### src/sv/bbc_ram.sv
// Generic single-write, single-read RAM with registered read data.
`timescale 1ns / 1ps
module bbc_ram #(
  parameter int WIDTH = 2,
  parameter int DEPTH = 128,
  localparam int ADDR_W = (DEPTH > 1) ? $clog2(DEPTH) : 1
) (
  input  logic              clk,
  input  logic              we,
  input  logic [ADDR_W-1:0] waddr,
  input  logic [WIDTH-1:0]  wdata,
  input  logic [ADDR_W-1:0] raddr,
  output logic [WIDTH-1:0]  rdata
);

  logic [WIDTH-1:0] mem [DEPTH];

  always_ff @(posedge clk) begin
    if (we) begin
      mem[waddr] <= wdata;
    end
    rdata <= mem[raddr];
  end

endmodule

### config.mk
export PLATFORM = sky130hd
export DESIGN_NAME = bbc_ram
export DESIGN_NICKNAME = d
export VERILOG_FILES = /design/src/sv/bbc_ram.sv
export SDC_FILE = /design/constraint.sdc
export NUM_CORES = 1
export LEC_CHECK = 0
export BUFFER_PORTS_ARGS = -buffer_cell sky130_fd_sc_hd__buf_2
export CAP_MARGIN = 25
export CORE_MARGIN = 2
export CORE_UTILIZATION = 54
export CTS_BUF_LIST = sky130_fd_sc_hd__clkbuf_8
export DETAILED_ROUTE_END_ITERATION = 16
export PLACE_DENSITY = 0.76
export SLEW_MARGIN = 0
export SYNTH_ARGS = -nofsm -noshare
export SYNTH_HDL_FRONTEND = slang
export SYNTH_SLANG_ARGS = --single-unit
export TNS_END_PERCENT = 10
### constraint.sdc
create_clock -name clk -period 2.1 [get_ports clk]
set_input_delay 0.105 -clock clk [delete_from_list [all_inputs] [get_ports clk]]
set_output_delay 0.105 -clock clk [all_outputs]
set_load 0.02 [all_outputs]
==> metrics.csv <==
metric,value,unit
synth_area_leader_cell,edfxtp_1,
failed_checks,negative setup slack,
cp_max_fo,1,
dieArea,0.0208,mm2
grt_pass1_wl,33.2,mm
multi_input_area,0.00275,mm2
drv_cap,0,
yosys_warnings,0,
period_share,105,%
cp_num_buf_inv,0,
htreeDepth,2,
rows,51,
syn_inst,611,
ys_async_sr_fraction,0,%
p_leak,3.81,nW
cts.sinks,258,
crit_chain,"mux4_2, mux4_2, o22ai_2, nor3_1, or4_1",
crit_top_cell,mux4_2,
syn2layout_area_growth,12.7,%
clockRootBuffer,clkbuf_8,
synth.area.top_cells,"edfxtp_1 72%, mux4_2 11%, nor2_1 4.4%",
start_util,54.7,%
pin_count,20,
finalHoldViolCount,0,
setup_violations,2,
grt_max_degree,69,
cts_tree,yes,
final_cells,961,
wl_per_cell,22.5,um
die_height,144,um
postRouteAntennaNets,0,
fin_crit,2210,ps
cp_data_required_time,2510,ps
grt_util_all_layers,21.8,%
fin_nets,688,
start_kind,flop,
port_buffers,19,
critical_path.top_delay_family,multiplexers,
grt_pass1_vias,6011,
detailedRoute.firstPassIterationCount,5,
worst_ep_arrival_time,2620,ps
vias_per_cell,5.90,
yosys_most_used_dff,edfxtp_1,
ir_worst_vdd,0.491,mV
synth_edf_count,256,
reg2reg_setup_slack,-110,ps
drt_iter0_markers,458,
status,"complete, but fails checks",
register_area,0.00773,mm2
worst-setup-path-type,flop to flop,
dp_slack,-312,ps
dp_hpwl,13.8,mm
gp_congestion,0.806,
syn-num-nets,629,
clk_latency,530,ps
drive_gt1_share,24.7,%
synth_most_common_cell,edfxtp_1,
grt_overflow_total,0,
fmax,0.453,GHz
cts_inserted_buffers,41,
wl,21.7,mm
ys_top_cells_by_count,"256 x edfxtp_1, 123 x nor2_1, 51 x mux4_2, 32 x mux2i_1, 21 x clkbuf_1",
post_cts_buffers,0,
total_power,10.1,mW
route.vias.total,5670,
fill_cells,1411,
cts_buffer_depth,3,
drv_slew,0,
clkSlewWorstSetupHoldPaths,60,ps
powerDensity,848,mW/mm2
rsz0062_at_grt,yes,
synth_top_cell_area_share,72.4,%
yosysSeqAreaShare,72.8,%
critPathCaptureType,flop,
slowest_delay,510,ps
synth_cell_types,25,
layout_setup_ws,-109,ps
dpl.cell_count,892,
drc,0,
worst_path_max_delay_cell,mux4_2,
synth.cell_area,0.0106,mm2
core_area,0.0194,mm2
die_width,144,um
skew,7.81,ps
avgSynthCellArea,17.4,um2
min_path_type,input port to flop,
tightest_slew,637,ps
antenna_found_initial,0,
ys_seq_elements,258,
relSlewSlack,57.5,%
## area by class of cell
cell class                      instances  share of cell area [%]
Clock buffer                           43                    4.95
Sequential cell                       258                    64.6
Multi-Input combinational cell        317                    23.0
Timing Repair Buffer                   52                    3.52
Tap cell                              265                    2.77
Clock inverter                         25                    1.10
Antenna cell                            1                  0.0209
## worst paths after layout
kind	to	depth (start not counted)	startpoint
max	rdata[0]	5	mem[86][0]
min	rdata[0]	4	raddr[5]
max reg2reg	rdata[0]	5	mem[86][0]
min reg2reg	rdata[1]	5	mem[73][1]
## registers in the layout (all words and copies together) (netlist names)
register,flops
mem,256
rdata,2
## logic make-up after synthesis
kind of cell / Yosys count / synth area share (%)
AO/OA/AOI/OAI: 32 / 1.98
buffers and inverters: 36 / 1.71
flip-flops: 258 / 72.8
multiplexers: 96 / 15.9
AND/OR/NAND/NOR: 189 / 7.57
## metal layers
metal	share of wire [%]	wire (um)	track usage (%)	up-vias
li1	-	-	-	2516
met3	7.4	1600	5.03	41
met2	50	10800	35.5	230
met4	2.2	476	7.20	0
met5	0	0	0	-
met1	41	8800	29.5	2883
## power by group
group | internal (mW) | switching, mW
Combinational | 0.248 | 0.358
Sequential | 5.69 | 0.00859
Clock | 2.00 | 1.83
## what timing repair did
item                                    in CTS  in global routing
endpoints found under the setup margin       2                  2
pin swaps                                    5                  3
resized for setup                            7                  4
hold buffers                                 0                  0
## per-stage QoR
step	hold WS, ps	util [%]	instance area (um2)	setup TNS, ps
5_1_grt	108	61.6	12000	-320
3_5_place_dp	565	57.6	11200	-575
3_3_place_gp	560	57.6	11200	-511
2_1_floorplan	204	-	10600	0
6_report	95.1	61.6	12000	-189
4_1_cts	59.1	61.5	11900	-190
## worst reg2reg max path, delay by kind of cell, from the launching register on
family | cells | cell delay, ps
AOI/OAI and AO/OA | 1 | 110
DFF | 1 | 390
and+or+nand+nor | 2 | 560
muxes | 2 | 1020
## cell usage in the layout, fill, tap and decap left out, types with 15 or more instances in the layout
cell type and instances:
nor3_1 15, nand2_1 16, mux2i_1 32, nor2_1 123
buf_4 28, a22oi_1 16, clkbuf_8 43, edfxtp_1 256
mux4_2 53, buf_2 18
Note: power is estimated with default switching activity, not from simulation.
